<file path="src/design/rmf_pkg.sv">
`default_nettype none
package rmf_pkg;

  localparam int MAX_WIDTH_DEF = 4096;
  localparam int MAX_HEIGHT    = 4096;
  localparam int QUEUE_DEPTH   = 4;
  localparam int DIM_W         = 13;
  localparam int COORD_W       = 12;
  localparam int CHAN_W        = 8;
  localparam int PIX_W         = 3 * CHAN_W;
  localparam int OUT_W         = PIX_W + 2 * COORD_W;

  localparam logic [DIM_W-1:0] WIDTH_RESET  = DIM_W'(640);
  localparam logic [DIM_W-1:0] HEIGHT_RESET = DIM_W'(480);

  typedef struct packed {
    logic [CHAN_W-1:0] red;
    logic [CHAN_W-1:0] green;
    logic [CHAN_W-1:0] blue;
  } pix_t;

  // element 3*j+k: column j (left to right), row k (top to bottom)
  typedef pix_t [8:0] win_t;

  typedef struct packed {
    win_t               win;
    logic [COORD_W-1:0] col;
    logic [COORD_W-1:0] row;
    logic               last;
  } qent_t;

  function automatic logic [CHAN_W-1:0] chan(input pix_t p, input int ch);
    logic [PIX_W-1:0] bits;
    bits = p;
    return bits[CHAN_W*ch +: CHAN_W];
  endfunction

  function automatic logic [CHAN_W-1:0] min8(input logic [CHAN_W-1:0] a,
                                             input logic [CHAN_W-1:0] b);
    return (a < b) ? a : b;
  endfunction

  function automatic logic [CHAN_W-1:0] max8(input logic [CHAN_W-1:0] a,
                                             input logic [CHAN_W-1:0] b);
    return (a > b) ? a : b;
  endfunction

  function automatic logic [CHAN_W-1:0] med3(input logic [CHAN_W-1:0] a,
                                             input logic [CHAN_W-1:0] b,
                                             input logic [CHAN_W-1:0] c);
    return max8(min8(a, b), min8(max8(a, b), c));
  endfunction

endpackage
`default_nettype wire

</file>
<file path="src/design/rmf_back.sv">
`default_nettype none
module rmf_back (
  input  wire logic                      clk,
  input  wire logic                      rst,
  input  wire logic                      q_empty,
  input  wire rmf_pkg::qent_t            q_data,
  output logic                           q_pop,
  output logic                           m_tvalid,
  input  wire logic                      m_tready,
  output logic [rmf_pkg::OUT_W-1:0]      m_tdata,
  output logic                           m_tlast
);
  import rmf_pkg::*;

  logic                          en;
  logic                          s1_v;
  logic                          s2_v;
  logic [2:0][2:0][CHAN_W-1:0]   s1_lo;
  logic [2:0][2:0][CHAN_W-1:0]   s1_md;
  logic [2:0][2:0][CHAN_W-1:0]   s1_hi;
  logic [2:0][CHAN_W-1:0]        s2_lo;
  logic [2:0][CHAN_W-1:0]        s2_md;
  logic [2:0][CHAN_W-1:0]        s2_hi;
  logic [COORD_W-1:0]            s1_col;
  logic [COORD_W-1:0]            s1_row;
  logic                          s1_last;
  logic [COORD_W-1:0]            s2_col;
  logic [COORD_W-1:0]            s2_row;
  logic                          s2_last;

  assign en    = !m_tvalid || m_tready;
  assign q_pop = en && !q_empty;

  always_ff @(posedge clk) begin
    if (rst) begin
      s1_v     <= 1'b0;
      s2_v     <= 1'b0;
      m_tvalid <= 1'b0;
    end else if (en) begin
      s1_v     <= !q_empty;
      s2_v     <= s1_v;
      m_tvalid <= s2_v;
    end
  end

  // sort each column, then max of mins, median of medians, min of maxes, and the median of those three
  always_ff @(posedge clk) begin
    if (en) begin
      for (int ch = 0; ch < 3; ch++) begin
        for (int j = 0; j < 3; j++) begin
          s1_lo[ch][j] <= min8(min8(chan(q_data.win[3*j], ch), chan(q_data.win[3*j+1], ch)),
                               chan(q_data.win[3*j+2], ch));
          s1_hi[ch][j] <= max8(max8(chan(q_data.win[3*j], ch), chan(q_data.win[3*j+1], ch)),
                               chan(q_data.win[3*j+2], ch));
          s1_md[ch][j] <= med3(chan(q_data.win[3*j], ch), chan(q_data.win[3*j+1], ch),
                               chan(q_data.win[3*j+2], ch));
        end
        s2_lo[ch] <= max8(max8(s1_lo[ch][0], s1_lo[ch][1]), s1_lo[ch][2]);
        s2_md[ch] <= med3(s1_md[ch][0], s1_md[ch][1], s1_md[ch][2]);
        s2_hi[ch] <= min8(min8(s1_hi[ch][0], s1_hi[ch][1]), s1_hi[ch][2]);
        m_tdata[CHAN_W*(2-ch) +: CHAN_W] <= med3(s2_lo[ch], s2_md[ch], s2_hi[ch]);
      end
      s1_col  <= q_data.col;
      s1_row  <= q_data.row;
      s1_last <= q_data.last;
      s2_col  <= s1_col;
      s2_row  <= s1_row;
      s2_last <= s1_last;
      m_tdata[PIX_W +: COORD_W]           <= s2_col;
      m_tdata[PIX_W + COORD_W +: COORD_W] <= s2_row;
      m_tlast <= s2_last;
    end
  end

endmodule
`default_nettype wire

</file>
<file path="config.mk">
export PLATFORM = sky130hd
export DESIGN_NAME = rmf_back
export DESIGN_NICKNAME = d
export VERILOG_FILES = /design/src/design/rmf_pkg.sv /design/src/design/rmf_back.sv
export SDC_FILE = /design/constraint.sdc
export NUM_CORES = 2
export LEC_CHECK = 0
export BUFFER_PORTS_ARGS = -buffer_cell sky130_fd_sc_hd__buf_2
export CAP_MARGIN = 20
export CORE_MARGIN = 5
export CORE_UTILIZATION = 30
export DETAILED_ROUTE_END_ITERATION = 7
export GPL_ROUTABILITY_DRIVEN = 0
export PLACE_DENSITY = 0.53
export SYNTH_ARGS = -nofsm -noshare
export SYNTH_HDL_FRONTEND = slang
export SYNTH_SLANG_ARGS = --single-unit
</file>
<file path="constraint.sdc">
create_clock -name clk -period 19.2 [get_ports clk]
set_input_delay 1.92 -clock clk [delete_from_list [all_inputs] [get_ports clk]]
set_output_delay 1.92 -clock clk [all_outputs]
set_load 0.02 [all_outputs]
</file>
After elaboration in Yosys (flattened, before gate mapping)
Index checks and enable logic that the tools add are counted.
- bits in registers: 390
- word-level logic and storage cells: 231
- order comparisons: 90
- mux-type cells: 90
- reductions and logical operators: 4
- operators with widths (operator ; count):
    $mux W8 ; 90
    $gt A8 B8 Y1 ; 45
    $lt A8 B8 Y1 ; 45
    $logic_not A1 Y1 ; 2
    $logic_and A1 B1 Y1 ; 1
    $logic_or A1 B1 Y1 ; 1

Depth between registers and ports, before layout
- depth after elaboration: 6
- depth in mapped cells: 27
- depth with buffers taken out: 24

Least setup slack after synthesis
Ideal clock, no wire load.
- path kind: input port to flip-flop
- start point: in m_tready
- end point: reg m_tdata[0] (netlist bit) (enable)
- arrival time: 9.470 ns
- setup slack: 8.994 ns
- cell stages on the path: 2
- buffers on the path: 0
- cell sequence: nor2b_1 -> inv_1
- longest elaborated chain between the ends: 1
- ends and longest elaborated chain (element ; line ; RTL):
    start: declaration ; rmf_back.sv:9 ; input wire logic m_tready,
    $logic_or A1 B1 Y1 ; rmf_back.sv:31 ; assign en = !m_tvalid || m_tready;
    end signal: indexed assignment ; rmf_back.sv:61 ; m_tdata[CHAN_W*(2-ch) +: CHAN_W] <= med3(s2_lo[ch], s2_md[ch], s2_hi[ch]);
    end signal: indexed assignment ; rmf_back.sv:69 ; m_tdata[PIX_W +: COORD_W] <= s2_col;
    end signal: indexed assignment ; rmf_back.sv:70 ; m_tdata[PIX_W + COORD_W +: COORD_W] <= s2_row;
    end: declaration ; rmf_back.sv:10 ; output logic [rmf_pkg::OUT_W-1:0] m_tdata,
No other way between the ends.
A chain may end at the register's enable or synchronous reset.

Final worst setup path
- start point: in q_data[180] (netlist bit)
- end point: reg s1_md[40] (netlist bit) (data pin)
- longest elaborated chain between the ends: 6
- elaborated cells between the ends (all ways): 8
- classes of those cells: 4 x order compare; 4 x mux
- ends and longest elaborated chain (element ; line ; RTL):
    start: declaration ; rmf_back.sv:6 ; input wire rmf_pkg::qent_t q_data,
    $gt A8 B8 Y1 ; rmf_pkg.sv:45 ; return (a > b) ? a : b;
    $mux W8 ; rmf_pkg.sv:45 ;
    $lt A8 B8 Y1 ; rmf_pkg.sv:40 ; return (a < b) ? a : b;
    $mux W8 ; rmf_pkg.sv:40 ;
    $gt A8 B8 Y1 ; rmf_pkg.sv:45 ;
    $mux W8 (*) ; rmf_pkg.sv:45 ;
    end signal: indexed assignment ; rmf_back.sv:55 ; s1_md[ch][j] <= med3(chan(q_data.win[3*j], ch), chan(q_data.win[3*j+1], ch),
    end: declaration ; rmf_back.sv:19 ; logic [2:0][2:0][CHAN_W-1:0] s1_md;
Every way passes the cells marked *; elsewhere a longest branch is shown, timed or not.

==> results.sh <==
export IMPL_wl_um=88910
export IMPL_cts_buffer_depth=3
export IMPL_critical_path_peak_fanout=16
export IMPL_initial_utilization_pct=30.10
export IMPL_p_clk_share_pct=15.1
export IMPL_arrival_ns=7.70
export IMPL_wl_per_cell_um=18.06
export IMPL_crit_path_max_incr_delay_ns=0.81
export IMPL_worstMarginPinSlew_ns=1.071
export IMPL_nets=4133
export IMPL_drive_gt1_share_pct=22.84
export IMPL_dpl_cell_area_um2=36480
export IMPL_grt_usage_pct=14.72
export IMPL_ys_seq_area_share_pct=35.16
export IMPL_synth_nets=3817
export IMPL_finalSetupTns_ns=0
export IMPL_cts_root_buf="clkbuf_16"
export IMPL_die_h_um=342.8
export IMPL_synth_cells=3065
export IMPL_setup_worst_path_class="primary input to register"
export IMPL_avgSynthCellArea_um2=10.84
export IMPL_synth_edf_count=387
export IMPL_hp_class="register to register"
export IMPL_final_cell_area_um2=38250
export IMPL_fin_crit_ns=7.402
export IMPL_cts_tree="built"
export IMPL_p_sw_share_pct=43.26
export IMPL_synth_most_common_cell="ha_1"
export IMPL_worstSetupEndpointType="register"
export IMPL_setup_viol=0
export IMPL_drv_cap=0
export IMPL_crit_family="compound AO/OA/AOI/OAI gates"
export IMPL_grt_start_max_net_pins=132
export IMPL_dp_hpwl_um=72630
export IMPL_grt_overflow=0
export IMPL_synth_area_top_cells="edfxtp_1 (35%), ha_1 (19%), mux2_2 (11%)"
export IMPL_yosys_area_top_type="edfxtp_1"
export IMPL_rsz0062_at_grt="no"
export IMPL_core_rowCount=122
export IMPL_synth_cell_types=81
export IMPL_die_area_um2=117500
export IMPL_yosysTopAreaCellShare_pct=34.98
export IMPL_power_leakage_nw=18.02
export IMPL_holdBufCountCts=0
export IMPL_core_area_um2=110400
export IMPL_cp_start_kind="primary input"
export IMPL_io_buffers=295
export IMPL_grt_pass1_vias=23963
export IMPL_vias=23821
export IMPL_startpoint="q_data[180]"
export IMPL_antenna_found_initial=21
export IMPL_p_per_area_nw_per_um2=171.2
export IMPL_yosys_warnings=0
export IMPL_synth_cell_area_um2=33220
export IMPL_crit_slowest_cell="o31ai_2"
export IMPL_first_pass_iters=5
export IMPL_cp_buffers_inverters=1
export IMPL_finClkSkew_ns=0.06108
export IMPL_async_flop_share_pct=0
export IMPL_p_comb_share_pct=61.2
export IMPL_ys_seq_elements=390
export IMPL_seqPwrFrac_pct=23.7
export IMPL_cp_cell_sequence="buf_2 -> ha_1 -> a21oi_1 -> a31oi_1 -> a2111oi_4 -> o21bai_2 -> mux2_2 -> ha_1 -> nor2b_1 -> o21ai_0 -> nand2b_1 -> a21oi_1 -> o21ai_0 -> mux2i_1 -> ha_1 -> nor2b_1 -> o21a_1 -> o21a_1 -> o21ai_0 -> a21oi_1 -> o31ai_2 -> mux2i_1"
export IMPL_clk_latency_ns=0.64
export IMPL_die_x_um=342.8
export IMPL_drtIter0Drc=1351
export IMPL_fmax_ghz=0.1351
export IMPL_cp_required_ns=19.49
export IMPL_area_growth_pct=15.14
export IMPL_p_int_mw=3.717
export IMPL_yosys_top_cells_count="ha_1 (507), inv_1 (447), edfxtp_1 (387)"
export IMPL_viasPerCell=4.838
export IMPL_r2r_start="s2_lo[23]"
export IMPL_status="finished clean"
export IMPL_grt_first_pass_wirelength_um=137000
export IMPL_ctsResizeCount=0
export IMPL_clkTransAtPathRegs_ns=0.06
export IMPL_fillers=11152
export IMPL_ir_worst_vdd_mv=0.1247
export IMPL_cts_buffers_inserted=51
export IMPL_slew_viol_final=0
export IMPL_drc=0
export IMPL_post_cts_setup_buffer_count=0
export IMPL_synth_ff_type="edfxtp_1"
export IMPL_clock_sinks=390
export IMPL_slew_headroom_pct=28.60
export IMPL_fin_crit_sh_pct=38.55
export IMPL_htree_levels=2
export IMPL_postRouteAntennaNets=0
export IMPL_hold_violations=0
export IMPL_io_pin_count=296
export IMPL_hp_start="s1_row[4]"
export IMPL_p_switching_mw=2.834
-- worst paths after layout --
kind / endpoint / slack (ns) / cells past startpoint
setup reg to reg: m_tdata[0] / 12.60 / 20
hold reg to reg: s2_row[4] / 0.41 / 0
setup / recovery: s1_md[40] / 11.80 / 22
hold / removal: s2_row[4] / 0.41 / 0
-- stage by stage --
stage / setup slack (ns) / hold WS (ns) / std cells / total power, mW / utilization, %
floorplan: 8.994 / 0.4003 / 3065 / 4.552 / -
global placement: 11.22 / 0.4003 / 4815 / 5.548 / 33.05
detailed placement: 11.18 / 0.4045 / 4815 / 5.570 / 33.05
CTS: 11.85 / 0.4170 / 4911 / 6.617 / 34.63
global route: 11.32 / 0.4225 / 4920 / 7.150 / 34.65
finish: 11.80 / 0.4135 / 4924 / 6.550 / 34.66
-- cell usage in the layout, fill, tap and decap left out, types with 8 or more instances in the layout --
master and n:
o311ai_0 18, nor2b_1 59, a21o_1 80, nand2b_1 32
edfxtp_1 387, buf_2 295, and3_1 20, clkbuf_16 51
mux2i_1 300, nor3_1 8, o211ai_1 34, clkinv_2 11
clkinvlp_4 8, o21a_1 66, nand2_1 94, a211oi_1 9
ha_1 507, nand4_1 94, and2_1 8, or4_1 15
nand3_1 55, a21oi_1 135, inv_1 446, clkbuf_1 8
mux2_2 327, nor2_1 66, o21ai_0 101, diode_2 12
buf_4 19, and4_1 10
-- cell families (layout without fill, tap and decap cells) --
| group | count (synthesis) | after routing | synth area share (%) |
|---|---|---|---|
| AOI/OAI and AO/OA | 538 | 538 | 11.40 |
| adders and majority gates | 507 | 507 | 19.09 |
| buffers and inverters | 498 | 857 | 5.736 |
| DFF | 390 | 390 | 35.16 |
| muxes | 629 | 629 | 20.22 |
| other | 0 | 12 | 0 |
| and+or+nand+nor | 503 | 503 | 8.387 |
-- cell type report --
| cell class | count | area, um2 | area share (%) |
|---|---|---|---|
| Multi-Input combinational cell | 2177 | 19640 | 51.33 |
| Sequential cell | 390 | 11680 | 30.54 |
| Tap cell | 1488 | 1862 | 4.867 |
| Inverter | 447 | 1685 | 4.406 |
| Timing Repair Buffer | 314 | 1619 | 4.232 |
| Clock buffer | 59 | 1306 | 3.415 |
| Clock inverter | 37 | 432.9 | 1.132 |
| Antenna cell | 12 | 30.03 | 0.07850 |
-- per-layer routing --
| metal | vias to the layer above | wire length (um) | track usage, % |
|---|---|---|---|
| li1 | 12136 | - | - |
| met3 | 110 | 4146 | 2.735 |
| met1 | 11180 | 41420 | 19.80 |
| met5 | - | 28 | 0 |
| met2 | 391 | 40960 | 24.11 |
| met4 | 4 | 2356 | 4.454 |
-- flip-flops by register name (all words and copies together), names as in the netlist --
| name | count |
|---|---|
| s1_lo | 72 |
| s1_hi | 72 |
| m_tdata | 48 |
| s2_hi | 24 |
| s1_col | 12 |
| s2_last | 1 |
| s1_last | 1 |
| s1_md | 72 |
| s1_v | 1 |
| s1_row | 12 |
| s2_lo | 24 |
| s2_col | 12 |
| m_tvalid | 1 |
| s2_v | 1 |
| s2_row | 12 |
| m_tlast | 1 |
| s2_md | 24 |
-- power by group through the flow --
stage | clock (mW) | sequential (mW) | combinational (mW)
2_1_floorplan | 0 | 1.51 | 3.04
3_3_place_gp | 0 | 1.58 | 3.97
3_5_place_dp | 0 | 1.58 | 3.99
4_1_cts | 1.02 | 1.56 | 4.03
5_1_grt | 1.06 | 1.58 | 4.51
6_report | 0.986 | 1.55 | 4.01
Note: power is estimated with default switching activity, not from simulation.
