===== config.mk =====
export PLATFORM = sky130hd
export DESIGN_NAME = rmf_queue
export DESIGN_NICKNAME = d
export VERILOG_FILES = /design/src/design/rmf_pkg.sv /design/src/design/rmf_queue.sv
export SDC_FILE = /design/constraint.sdc
export NUM_CORES = 1
export LEC_CHECK = 0
export BUFFER_PORTS_ARGS = -buffer_cell sky130_fd_sc_hd__buf_2
export CAP_MARGIN = 20
export CORE_MARGIN = 10
export CORE_UTILIZATION = 61
export CTS_CLUSTER_DIAMETER = 50
export DETAILED_ROUTE_END_ITERATION = 6
export PLACE_DENSITY = 0.87
export SYNTH_ARGS = -nofsm -noshare
export SYNTH_HDL_FRONTEND = slang
export SYNTH_SLANG_ARGS = --single-unit

===== constraint.sdc =====
create_clock -name clk -period 15.2 [get_ports clk]
set_input_delay 1.52 -clock clk [delete_from_list [all_inputs] [get_ports clk]]
set_output_delay 1.52 -clock clk [all_outputs]
set_load 0.02 [all_outputs]

===== src/design/rmf_pkg.sv =====
`default_nettype none
package rmf_pkg;

  localparam int MAX_WIDTH_DEF = 4096;
  localparam int MAX_HEIGHT    = 4096;
  localparam int QUEUE_DEPTH   = 4;
  localparam int DIM_W         = 13;
  localparam int COORD_W       = 12;
  localparam int CHAN_W        = 8;
  localparam int PIX_W         = 3 * CHAN_W;
  localparam int OUT_W         = PIX_W + 2 * COORD_W;

  localparam logic [DIM_W-1:0] WIDTH_RESET  = DIM_W'(640);
  localparam logic [DIM_W-1:0] HEIGHT_RESET = DIM_W'(480);

  typedef struct packed {
    logic [CHAN_W-1:0] red;
    logic [CHAN_W-1:0] green;
    logic [CHAN_W-1:0] blue;
  } pix_t;

  // element 3*j+k: column j (left to right), row k (top to bottom)
  typedef pix_t [8:0] win_t;

  typedef struct packed {
    win_t               win;
    logic [COORD_W-1:0] col;
    logic [COORD_W-1:0] row;
    logic               last;
  } qent_t;

  function automatic logic [CHAN_W-1:0] chan(input pix_t p, input int ch);
    logic [PIX_W-1:0] bits;
    bits = p;
    return bits[CHAN_W*ch +: CHAN_W];
  endfunction

  function automatic logic [CHAN_W-1:0] min8(input logic [CHAN_W-1:0] a,
                                             input logic [CHAN_W-1:0] b);
    return (a < b) ? a : b;
  endfunction

  function automatic logic [CHAN_W-1:0] max8(input logic [CHAN_W-1:0] a,
                                             input logic [CHAN_W-1:0] b);
    return (a > b) ? a : b;
  endfunction

  function automatic logic [CHAN_W-1:0] med3(input logic [CHAN_W-1:0] a,
                                             input logic [CHAN_W-1:0] b,
                                             input logic [CHAN_W-1:0] c);
    return max8(min8(a, b), min8(max8(a, b), c));
  endfunction

endpackage
`default_nettype wire


===== src/design/rmf_queue.sv =====
`default_nettype none
module rmf_queue #(
  parameter int DEPTH = rmf_pkg::QUEUE_DEPTH
) (
  input  wire logic          clk,
  input  wire logic          rst,
  input  wire logic          push,
  input  wire rmf_pkg::qent_t push_data,
  output logic               full,
  input  wire logic          pop,
  output rmf_pkg::qent_t     pop_data,
  output logic               empty
);
  import rmf_pkg::*;

  localparam int PW = (DEPTH > 1) ? $clog2(DEPTH) : 1;
  localparam int NW = $clog2(DEPTH + 1);

  qent_t          slots [DEPTH];
  logic [PW-1:0]  head;
  logic [PW-1:0]  tail;
  logic [NW-1:0]  count;
  logic           do_push;
  logic           do_pop;

  assign full     = (count == NW'(DEPTH));
  assign empty    = (count == '0);
  assign do_push  = push && !full;
  assign do_pop   = pop && !empty;
  assign pop_data = slots[head];

  always_ff @(posedge clk) begin
    if (rst) begin
      head  <= '0;
      tail  <= '0;
      count <= '0;
    end else begin
      if (do_push) begin
        tail <= (tail == PW'(DEPTH - 1)) ? '0 : tail + PW'(1);
      end
      if (do_pop) begin
        head <= (head == PW'(DEPTH - 1)) ? '0 : head + PW'(1);
      end
      if (do_push && !do_pop) begin
        count <= count + NW'(1);
      end else if (do_pop && !do_push) begin
        count <= count - NW'(1);
      end
    end
  end

  always_ff @(posedge clk) begin
    if (do_push) begin
      slots[tail] <= push_data;
    end
  end

endmodule
`default_nettype wire


### Yosys cells after proc, flatten, opt, wreduce, memory -nomap -nowiden

Memories as Yosys holds them, arrays and structs flattened. A register that Yosys moved wholly into a read port is not among the register bits.
Index checks and enable logic that the tools add are counted.
W data, S select, Z words.

| operators by class | value |
|---|---|
| add/sub/neg operators | 4 |
| equality and inequality tests | 3 |
| mux-type cells | 8 |
| reduce and logical (&&, ||, !) cells | 10 |

Operators by type and width:

| kind | number |
|---|---|
| $mux W2 | 4 |
| $mux W3 | 2 |
| $add A2 B1 Y2 const B | 2 |
| $eq A2 B2 Y1 const B | 2 |
| $logic_and A1 B1 Y1 | 4 |
| $logic_not A1 Y1 | 4 |
| $add A3 B1 Y3 const B | 1 |
| $eq A3 B3 Y1 const B | 1 |
| $logic_not A3 Y1 | 1 |
| $sub A3 B1 Y3 const B | 1 |
| $mux W1 | 2 |
| $reduce_bool A2 Y1 | 1 |

| storage, ports and cells | value |
|---|---|
| register bits after elaboration | 7 |
| bits in writable memories | 964 |
| word-level logic and storage cells | 29 |
| memories | 1 |

Memory list:

| memory | depth | width | rd ports | clocked after Yosys merged registers in | wr ports | line | RTL |
|---|---|---|---|---|---|---|---|
| slots | 4 | 241 | 1 | 1 | 1 | rmf_queue.sv:19 | `qent_t slots [DEPTH];` |

### Longest topological paths before layout

Gate-level depths: netlist of run 1.

| depth | value |
|---|---|
| depth in word-level cells | 7 |
| depth in mapped cells | 10 |

### Least setup slack after synthesis of run 1

No wires, ideal clock.

| timing path | value |
|---|---|
| kind | input to register |
| start | input push |
| end | memory slots[3][0] in the netlist's numbering, enable pin |
| library setup time | 0.634 ns |
| data arrival time | 7.063 ns |
| required time | 14.566 ns |
| path slack | 7.503 ns |
| cell stages on the path | 1 |
| cell sequence | and3_1 |

| between the ends | value |
|---|---|
| word-level cells in the longest chain between the ends | 3 |

Ends and longest elaborated chain:

| item | line | RTL |
|---|---|---|
| from (decl) | rmf_queue.sv:7 | `input wire logic push,` |
| $logic_and A1 B1 Y1 | rmf_queue.sv:28 | `assign do_push = push && !full;` |
| $mux W1 | rmf_queue.sv:53 | `if (do_push) begin` |
| $mux W1 (implied by the code) | rmf_queue.sv:54 | `slots[tail] <= push_data;` |
| to (decl) | rmf_queue.sv:19 |  |

Every way passes these cells.

==> results of run 1 <==
==> per-stage QoR <==
stage / setup slack (ns) / cell area (um^2) / util (%) / hold slack (ns) / total power, mW
6_report: 9.652 / 41450 / 72.12 / 0.5386 / 7.251
5_1_grt: 9.237 / 41420 / 72.06 / 0.5549 / 7.493
4_1_cts: 9.256 / 41370 / 71.98 / 0.5169 / 7.304
3_3_place_gp: 9.986 / 38400 / 66.81 / 0.4659 / 4.964
2_1_floorplan: 7.503 / 35240 / - / 0.4634 / 4.525
3_5_place_dp: 9.959 / 38400 / 66.81 / 0.4969 / 5.029
==> how the worst max path moves through the flow <==
stage                     from             to  slack, ns
after floorplan           push    slots[3][0]       7.50
after global placement    flop  pop_data[193]       9.99
after detailed placement  flop  pop_data[152]       9.96
after CTS                 flop  pop_data[195]       9.26
after global routing      flop  pop_data[195]       9.24
final                     flop  pop_data[195]       9.65
==> placed cells by master, fill, tap and decap left out, drive strengths merged <==
| cell | synthesis | routed |
|---|---|---|
| clkbuf | 8 | 105 |
| diode | 0 | 21 |
| mux2i | 2 | 2 |
| mux4 | 241 | 241 |
| clkinv | 0 | 45 |
| nor3 | 2 | 2 |
| fa | 1 | 1 |
| or3 | 2 | 2 |
| o31ai | 2 | 2 |
| buf | 48 | 506 |
| a21oi | 3 | 3 |
| xor2 | 2 | 2 |
| edfxtp | 964 | 964 |
| clkinvlp | 0 | 6 |
| nand3 | 2 | 2 |
| and3 | 4 | 4 |
| nand2 | 1 | 1 |
| o21ai | 2 | 2 |
| inv | 5 | 10 |
| nor2 | 4 | 4 |
| bufinv | 0 | 9 |
| ha | 6 | 6 |
| or3b | 1 | 1 |
| dfxtp | 9 | 9 |
==> worst min-delay path, cell delays in order, from the launching register on <==
cell	delay [ns]
sky130_fd_sc_hd__dfxtp_1	0.34
sky130_fd_sc_hd__nand2_1	0.06
sky130_fd_sc_hd__a21oi_1	0.08
==> registers in the layout (all words and copies together), names as in the netlist, named ones only <==
| name | count |
|---|---|
| slots | 964 |
| count | 3 |
| head | 2 |
| tail | 2 |
==> metal layers <==
metal | routed length [um] | track usage (%)
met3 | 9097 | 7.650
met1 | 29460 | 31.91
met5 | 169 | 0
met4 | 1909 | 6.669
met2 | 44210 | 41.85
==> power breakdown <==
group	switching [mW]	internal, mW
Clock	0.974	1.28
Combinational	1.01	0.632
Sequential	0.108	3.25
Total	2.09	5.16
==> area by class of cell <==
| type | instances | area [um^2] | area share, % |
|---|---|---|---|
| diodes | 21 | 52.55 | 0.1268 |
| clock buffers | 105 | 2372 | 5.723 |
| clock inverters | 65 | 594.3 | 1.434 |
| inverters | 5 | 18.77 | 0.04528 |
| multi-input cells | 275 | 5705 | 13.77 |
| flip-flops and latches | 973 | 29140 | 70.29 |
| well taps | 765 | 957.2 | 2.309 |
| repair buffers | 506 | 2613 | 6.303 |
==> cell families (layout without fill, tap and decap cells) <==
| kind of cell | after synthesis | after routing | share of synthesized area (%) |
|---|---|---|---|
| adders and majority gates | 7 | 7 | 0.2698 |
| and+or+nand+nor | 16 | 16 | 0.2414 |
| buffers and inverters | 61 | 681 | 1.211 |
| DFF | 973 | 973 | 82.66 |
| xor gates and xnor gates | 2 | 2 | 0.04972 |
| muxes | 243 | 243 | 15.46 |
| AOI/OAI and AO/OA | 7 | 7 | 0.1136 |
| other | 0 | 21 | 0 |
==> qor.tcl, run 1 <==
set qor(outcome) {completed}
set qor(route.detailed.drc) 0
set qor(synthesis.yosys.warnings) 0
set qor(cts_tree) {yes}
set qor(grt_pass1_vias) 17830
set qor(hpwl_um) 50090
set qor(fin_nets) 2106
set qor(die_w_um) 260.4
set qor(cts_buffer_depth) 3
set qor(grt_start_max_net_pins) 108
set qor(drive_gt1_share_pct) 45.88
set qor(worstPathMaxFanout) 48
set qor(rr_worst_depth) 4
set qor(netlist.top_cell.by_area) {sky130_fd_sc_hd__edfxtp_1}
set qor(worstSetupStartpointType) {flop}
set qor(cpMaxStageDelayCell) {sky130_fd_sc_hd__buf_4}
set qor(relSlewSlack_pct) 31.96
set qor(fin_crit_ns) 5.548
set qor(maxCapViolations) 0
set qor(clkLatencyLatePin_ns) 0.64
set qor(antenna_violating_nets_post_route) 0
set qor(post_synth_num_cell_types) 22
set qor(worst_path_most_repeated_cell) {sky130_fd_sc_hd__buf_4}
set qor(cp_top_family) {buffers and inverters}
set qor(min_path_type) {flop to flop}
set qor(synth_largest_type_area_fraction_pct) 82.14
set qor(cts.hold.buffers_added) 0
set qor(worst_r2r_endpoint) {slots[1][155]}
set qor(synth_fp_nets) 1561
set qor(worstPathBufferInverterCount) 4
set qor(gp_congestion) 0.7746
set qor(fp-row-count) 88
set qor(final_cells) 2715
set qor(die_area_um2) 67780
set qor(crit_chain) {buf_16 -> buf_4 -> buf_4 -> mux4_2 -> buf_2}
set qor(grt-ovfl-total) 0
set qor(mappedNetlistArea_um2) 35240
set qor(synth_most_common_cell) {sky130_fd_sc_hd__edfxtp_1}
set qor(synth.yosys.seq_area_share_pct) 82.66
set qor(async_flop_share_pct) 0
set qor(worst_hold_startpoint) {head[0]}
set qor(floorplan.initialDensity_pct) 61.31
set qor(worst_slew_pin_slew_ns) 1.021
set qor(syn_area_per_cell_um2) 26.92
set qor(post_synthesis_cell_count) 1309
set qor(top_area_cells_in_the_synthesized_netlist) {sky130_fd_sc_hd__edfxtp_1, sky130_fd_sc_hd__mux4_2, sky130_fd_sc_hd__buf_6, sky130_fd_sc_hd__dfxtp_1, sky130_fd_sc_hd__buf_2}
set qor(core_region_area_um2) 57480
set qor(synth-edff-count) 964
set qor(cp_num_cells) 5
set qor(reg2reg_from) {count[0]}
set qor(design.portCount) 488
set qor(regToRegSetupSlack_ns) 11.35
set qor(htree_levels) 3
set qor(crit_arrival_ns) 4.03
set qor(final_hold_violation_count) 0
set qor(critPathKind) {flop to output port}
set qor(wire_per_inst_um) 31.25
set qor(post_drt_via_cell_ratio) 6.227
set qor(critical_path_required_ns) 13.68
set qor(postCtsSetupBuffers) 0
set qor(ctsRootBufferMaster) {sky130_fd_sc_hd__clkbuf_16}
set qor(setup_repair_after_global_routing_missed_its_margin) {false}
set qor(fin_tns_setup_ns) 0
set qor(via_count) 16910
set qor(ctsResizeCount) 0
set qor(grt_util_all_layers_pct) 25.06
set qor(period_share_pct) 36.50
set qor(max_stage_delay_ns) 0.80
set qor(clk_transition_reported_paths_ns) 0.06
set qor(critPathCaptureType) {output port}
set qor(p_leak_nw) 13.78
set qor(finalWirelength_um) 84850
set qor(ys_seq_elements) 973
set qor(finClkSkew_ns) 0.03227
set qor(synth_common_cells) {sky130_fd_sc_hd__edfxtp_1, sky130_fd_sc_hd__mux4_2, sky130_fd_sc_hd__buf_2}
set qor(timing.fmax_mhz) 180.3
set qor(chipHeight_um) 260.4
set qor(min_path_cells) 2
set qor(fillerInstances) 3006
set qor(areaGrowthSynthToFinish_pct) 17.62
set qor(power_per_cell_area_nw_per_um2) 174.9
set qor(detailedRoute.firstIterationViolations) 2019
set qor(grt_first_pass_wirelength_um) 124200
set qor(synth_top_flop_cell) {sky130_fd_sc_hd__edfxtp_1}
set qor(numPlacedInstances) 2523
set qor(timing.final.setup_violations) 0
set qor(antenna_violations_before_repair) 24
set qor(drt-pass1-iter-count) 5
set qor(numCtsBuffers) 93
set qor(clock-sinks) 973
set qor(numPortBuffers) 487
set qor(irDropWorstVdd_mv) 0.1784
set qor(slew_viol_final) 0
No activity file was read; power rests on OpenSTA's default activity.
==> inputs of run 2 (changes only) <==
- CORE_UTILIZATION: 61 -> 51
- PLACE_DENSITY: 0.87 -> 0.78
- clock period: 15.2 -> 4.95 ns (I/O delays scaled with it)
==> qor.tcl, run 2 (synthesis gave the netlist of run 1 again) <==
set qor(outcome) {completed}
set qor(htree_levels) 3 ;# unchanged
set qor(period_share_pct) 70.43
set qor(areaGrowthSynthToFinish_pct) 19.40
set qor(power_per_cell_area_nw_per_um2) 534.0 ;# +210%
set qor(clock-sinks) 973 ;# unchanged
set qor(numPortBuffers) 487 ;# unchanged
set qor(die_w_um) 282.9 ;# +8.6%
set qor(fillerInstances) 4572 ;# +52%
set qor(crit_chain) {buf_12 -> buf_4 -> mux4_2 -> buf_2}
set qor(power_frac_clock_pct) 32.2 ;# +1.1 points
set qor(core_region_area_um2) 68590 ;# +19%
set qor(power.net_switching_mw) 6.267 ;# +200%
set qor(detailedRoute.firstIterationViolations) 1322 ;# -35%
set qor(clkLatencyLatePin_ns) 0.63 ;# about the same
set qor(cpMaxStageDelayCell) {sky130_fd_sc_hd__dfxtp_4}
set qor(critPathKind) {flop to output port}
set qor(drive_gt1_share_pct) 46.48 ;# +0.60 points
set qor(critPathCaptureType) {output port}
set qor(cts_tree) {yes}
set qor(post-layout-total-power_mw) 22.47 ;# +210%
set qor(grt_util_all_layers_pct) 18.63 ;# -6.4 points
set qor(numCtsBuffers) 96 ;# +3.2%
set qor(crit_arrival_ns) 2.99 ;# -1.04 ns
set qor(netSwitchingFraction_pct) 27.89 ;# -0.89 points
set qor(hold_slack_ns) 0.06502 ;# -0.4736 ns
set qor(via_count) 16130 ;# -4.6%
set qor(layout.cells.most_common_list) {sky130_fd_sc_hd__edfxtp_1, sky130_fd_sc_hd__buf_2, sky130_fd_sc_hd__mux4_2, sky130_fd_sc_hd__clkbuf_16, sky130_fd_sc_hd__clkinv_1}
set qor(grt_pass1_vias) 17280 ;# -3.1%
set qor(min_path_type) {primary input to flop}
set qor(ctsResizeCount) 0 ;# unchanged
set qor(floorplan.initialDensity_pct) 51.38 ;# -9.9 points
set qor(timing.final.setup_violations) 0 ;# unchanged
set qor(power.sequential.fraction_pct) 45.6 ;# -0.7 points
set qor(top_register) {slots}
set qor(maxCapViolations) 0 ;# unchanged
set qor(power_frac_comb_pct) 22.1 ;# -0.5 points
set qor(worst_slew_pin_slew_ns) 0.9300 ;# -0.09067 ns
set qor(antenna_violating_nets_post_route) 0 ;# unchanged
set qor(worstPathMaxFanout) 31 ;# -35%
set qor(route.detailed.drc) 0 ;# unchanged
set qor(grt-ovfl-total) 0 ;# unchanged
set qor(finClkSkew_ns) 0.02660 ;# -0.005671 ns
set qor(hpwl_um) 46940 ;# -6.3%
set qor(worstSetupStartpointType) {flop}
set qor(antenna_violations_before_repair) 30 ;# +25%
set qor(critical_path_required_ns) 4.45 ;# -9.23 ns
set qor(postCtsSetupBuffers) 0 ;# unchanged
set qor(reg_top3) {slots: 964 flops, count: 3 flops}
set qor(fin_nets) 2120 ;# +0.66%
set qor(slew_viol_final) 0 ;# unchanged
set qor(chipHeight_um) 282.9 ;# +8.6%
set qor(relSlewSlack_pct) 38.00 ;# +6.0 points
set qor(die_area_um2) 80010 ;# +18%
set qor(grt_start_max_net_pins) 100 ;# -7.4%
set qor(fin_crit_ns) 3.486
set qor(layout_commonest_cell) {sky130_fd_sc_hd__edfxtp_1}
set qor(irDropWorstVdd_mv) 0.4222 ;# +140%
set qor(finalWirelength_um) 75070 ;# -12%
set qor(wire_per_inst_um) 25.91 ;# -17%
set qor(grt_first_pass_wirelength_um) 110800 ;# -11%
set qor(max_ffs_per_register) 964 ;# unchanged
set qor(final_hold_violation_count) 0 ;# unchanged
set qor(drt-pass1-iter-count) 4 ;# -1
set qor(p_leak_nw) 13.98 ;# +1.4%
set qor(max_stage_delay_ns) 0.78 ;# -0.02 ns
set qor(clk_transition_reported_paths_ns) 0.06 ;# about the same
set qor(setup_repair_after_global_routing_missed_its_margin) {false}
set qor(intPower_mw) 16.20 ;# +210%
set qor(gp_congestion) 0.7533 ;# -2.7%
set qor(timing.fmax_mhz) 286.8
set qor(cts.hold.buffers_added) 0 ;# unchanged
set qor(fin_tns_setup_ns) 0 ;# unchanged
set qor(ctsRootBufferMaster) {sky130_fd_sc_hd__clkbuf_16}
set qor(fp-row-count) 96 ;# +9.1%
set qor(cts_buffer_depth) 3 ;# unchanged
set qor(design.portCount) 488 ;# unchanged
set qor(post_drt_via_cell_ratio) 5.566 ;# -11%
## run 2: metal layers
metal	up-vias	share of wire [%]	track usage [%]
met2	675	51	30.67
met4	34	2.4	5.878
met1	8407	36	22.97
met3	156	10	6.609
met5	-	0.30	0
li1	6854	-	-
## run 2: critical path: cells and delay by family (launching register included)
kind                   cells  cell delay (ns)
buffers and inverters      3             0.91
flip-flops                 1             0.78
multiplexers               1             0.60
## run 2: final cells by class
| cell class | instances | area (um^2) | share of cell area, % |
|---|---|---|---|
| clock inverter | 63 | 689.4 | 1.639 |
| sequential | 973 | 29140 | 69.25 |
| clock buffer | 112 | 2484 | 5.903 |
| multi-input combinational | 275 | 5705 | 13.56 |
| inverter | 5 | 18.77 | 0.04461 |
| tap | 931 | 1165 | 2.769 |
| antenna | 21 | 52.55 | 0.1249 |
| timing repair buffer | 517 | 2825 | 6.715 |
## run 2: path summary, 6_finish.rpt
| check | slack (ns) | endpoint | start | cells past startpoint |
|---|---|---|---|---|
| worst max register to register | 2.45 | slots[2][213] | count[0] | 3 |
| worst min register to register | 0.54 | count[2] | count[2] | 2 |
| worst max-delay path | 1.46 | pop_data[102] | flop | 4 |
| worst min-delay path | 0.07 | slots[3][124] | push_data[124] | 1 |
## run 2: through the flow
step | util [%] | cells | cell area (um^2) | worst slack, ns
global placement | 56.64 | 2701 | 38850 | 2.085
detailed placement | 56.64 | 2701 | 38850 | 2.056
finish | 61.35 | 2897 | 42080 | 1.464
CTS | 61.27 | 2876 | 42020 | 1.341
global route | 61.31 | 2888 | 42050 | 1.228
floorplan | - | 1309 | 35250 | 0.8850
## run 2: power groups by stage
stage	registers (mW)	logic (mW)	clock network, mW
after floorplan	10.3	3.44	0
after global placement	10.3	4.99	0
after detailed placement	10.4	5.04	0
after CTS	10.3	5.09	7.38
after global routing	10.3	5.28	7.71
final	10.3	4.97	7.24
==> inputs of run 3 (changes only) <==
- CORE_UTILIZATION: 51 -> 57
- PLACE_DENSITY: 0.78 -> 0.82
- clock period: 4.95 -> 3.6 ns (I/O delays scaled with it)
==> qor.tcl, run 3 (synthesis gave the netlist of run 1 again) <==
set qor(drt-pass1-iter-count) 7 ;# +3
set qor(route.detailed.drc) 0 ;# unchanged
set qor(top_register) {slots}
set qor(route.layer.met1.wl_um) 31180 ;# +16%
set qor(grt_util_all_layers_pct) 25.70 ;# +7.1 points
set qor(power_per_cell_area_nw_per_um2) 713.3 ;# +34%
set qor(htree_levels) 3 ;# unchanged
set qor(cts_buffer_depth) 3 ;# unchanged
set qor(clkLatencyLatePin_ns) 0.64 ;# about the same
set qor(endpoint) {pop_data[55]}
set qor(wire_per_inst_um) 30.46 ;# +18%
set qor(core_region_area_um2) 61480 ;# -10%
set qor(outcome) {completed}
set qor(detailedRoute.firstIterationViolations) 1954 ;# +48%
set qor(finalWirelength_um) 91870 ;# +22%
set qor(fp-row-count) 91 ;# -5.2%
set qor(worst_slew_pin_slew_ns) 0.8456 ;# -0.08438 ns
set qor(relSlewSlack_pct) 43.63 ;# +5.6 points
set qor(via_count) 18260 ;# +13%
set qor(areaGrowthSynthToFinish_pct) 26.84
set qor(layout_commonest_cell) {sky130_fd_sc_hd__edfxtp_1}
set qor(worst_r2r_endpoint) {count[2]}
set qor(die_area_um2) 72170 ;# -9.8%
set qor(cts_tree) {yes}
set qor(worstPathMaxFanout) 18 ;# -42%
set qor(timing.final.setup_violations) 0 ;# unchanged
set qor(post_route_worst_setup_slack_ns) 0.5782 ;# -0.8856 ns
set qor(critPathCaptureType) {output port}
set qor(finClkSkew_ns) 0.01551 ;# -0.01109 ns
set qor(max_ffs_per_register) 964 ;# unchanged
set qor(numCtsBuffers) 94 ;# -2.1%
set qor(die_w_um) 268.6 ;# -5.0%
set qor(postLayoutCoreUtil_pct) 72.70 ;# +11 points
set qor(top_signal_layer_used) {met5}
set qor(grt_pass1_vias) 19640 ;# +14%
set qor(routed-wl-met2_um) 49190 ;# +28%
set qor(crit_chain) {buf_12 -> buf_4 -> mux4_2 -> buf_2}
set qor(floorplan.initialDensity_pct) 57.32 ;# +5.9 points
set qor(grt_start_max_net_pins) 86 ;# -14%
set qor(maxCapViolations) 0 ;# unchanged
set qor(hpwl_um) 50430 ;# +7.4%
set qor(min_path_type) {primary input to flop}
set qor(antenna_violating_nets_post_route) 0 ;# unchanged
set qor(crit_arrival_ns) 2.66 ;# -0.33 ns
set qor(gp_congestion) 0.7887 ;# +4.7%
set qor(detailroute.wirelength.met3_um) 8771 ;# +14%
set qor(fin_crit_ns) 3.022
set qor(fin_nets) 2394 ;# +13%
set qor(post_drt_via_cell_ratio) 6.054 ;# +8.8%
set qor(ctsResizeCount) 0 ;# unchanged
set qor(chipHeight_um) 268.6 ;# -5.0%
set qor(critPathKind) {flop to output port}
set qor(place_ws_ns) 1.192 ;# -0.8644 ns
set qor(clk_transition_reported_paths_ns) 0.06 ;# about the same
set qor(period_share_pct) 83.94
set qor(ctsRootBufferMaster) {sky130_fd_sc_hd__clkbuf_16}
set qor(clock-sinks) 973 ;# unchanged
set qor(drive_gt1_share_pct) 42.52 ;# -4.0 points
set qor(layout.cells.most_common_list) {sky130_fd_sc_hd__edfxtp_1, sky130_fd_sc_hd__buf_2, sky130_fd_sc_hd__dlygate4sd3_1, sky130_fd_sc_hd__mux4_2, sky130_fd_sc_hd__clkbuf_16}
set qor(design.portCount) 488 ;# unchanged
set qor(slew_viol_final) 0 ;# unchanged
set qor(reg_top3) {slots: 964 flops, count: 3 flops}
set qor(worstSetupStartpointType) {flop}
set qor(grt-ovfl-total) 0 ;# unchanged
set qor(critical_path_required_ns) 3.24 ;# -1.21 ns
set qor(timing.fmax_mhz) 330.9
set qor(reg2reg_from) {count[0]}
set qor(final_hold_violation_count) 0 ;# unchanged
set qor(grt_first_pass_wirelength_um) 134700 ;# +22%
set qor(antenna_violations_before_repair) 13 ;# -57%
set qor(setup_repair_after_global_routing_missed_its_margin) {false}
set qor(irDropWorstVdd_mv) 0.7479 ;# +77%
set qor(rr_worst_depth) 9 ;# +6
set qor(hold_slack_ns) 0.1023 ;# +0.03724 ns
set qor(cpMaxStageDelayCell) {sky130_fd_sc_hd__dfxtp_4}
set qor(max_stage_delay_ns) 0.61 ;# -0.17 ns
set qor(p_leak_nw) 15.21 ;# +8.8%
set qor(regToRegSetupSlack_ns) 1.18 ;# -1.27 ns
set qor(numPortBuffers) 487 ;# unchanged
==> run 3: cell count changes in the layout (fill, tap and decap cells not counted), sizes merged <==
| cell | delta |
|---|---|
| buf | +34 |
| bufinv | +1 |
| clkbuf | -5 |
| clkinv | -2 |
| clkinvlp | +1 |
| diode | -8 |
| dlygate4sd3 | +242 |
| inv | -3 |
==> run 3: worst min path at each step <==
stage / startpoint / endpoint / slack, ns / depth (start not counted)
finish: push / tail[1] / 0.10 / 3
global route: push / tail[1] / 0.10 / 3
CTS: push / tail[1] / 0.04 / 3
detailed placement: head[0] / flop / 0.49 / 2
global placement: head[0] / flop / 0.48 / 2
floorplan: push_data[0] / slots[0][0] / 0.46 / 0
==> run 3: stage by stage <==
step                std cells  instance area (um^2)  power [mW]  setup TNS [ns]
floorplan                1309                 35250       18.94         -448.20
global placement         2594                 39050       21.31               0
detailed placement       2594                 39050       21.50               0
CTS                      3003                 44670       31.80               0
global route             3013                 44690       32.88               0
finish                   3016                 44700       31.88               0
==> run 3: per-layer routing <==
metal  up-vias  global-route usage, %
li1       7380                      -
met1      9569                  31.08
met2      1133                  44.53
met3       171                  6.756
met4         6                  8.836
met5         -                      0
==> run 3: area by class of cell <==
type,instances,area (um^2)
antenna,13,32.53
clock buffer,107,2465
clock inverter,60,725.7
fill,3242,16780
inverter,5,18.77
multi-input combinational,275,5705
sequential,973,29140
tap,790,988.4
timing repair buffer,793,5628
==> run 3: power breakdown <==
| group | internal (mW) | switching (mW) | total (mW) |
|---|---|---|---|
| Combinational | 3.07 | 4.50 | 7.57 |
| Sequential | 13.7 | 0.437 | 14.1 |
| Clock | 5.90 | 4.28 | 10.2 |
| Total | 22.7 | 9.21 | 31.9 |
==> run 3: repair_timing <==
action	CTS	global route
endpoints found under the hold margin	971	0
hold buffers	242	0
setup buffers	0	0
==> run 3: worst max-delay path, delay by kind of cell, from the launching register on <==
| family | cells | cell delay, ns |
|---|---|---|
| muxes | 1 | 0.58 |
| DFF | 1 | 0.61 |
| buffers and inverters | 3 | 0.81 |
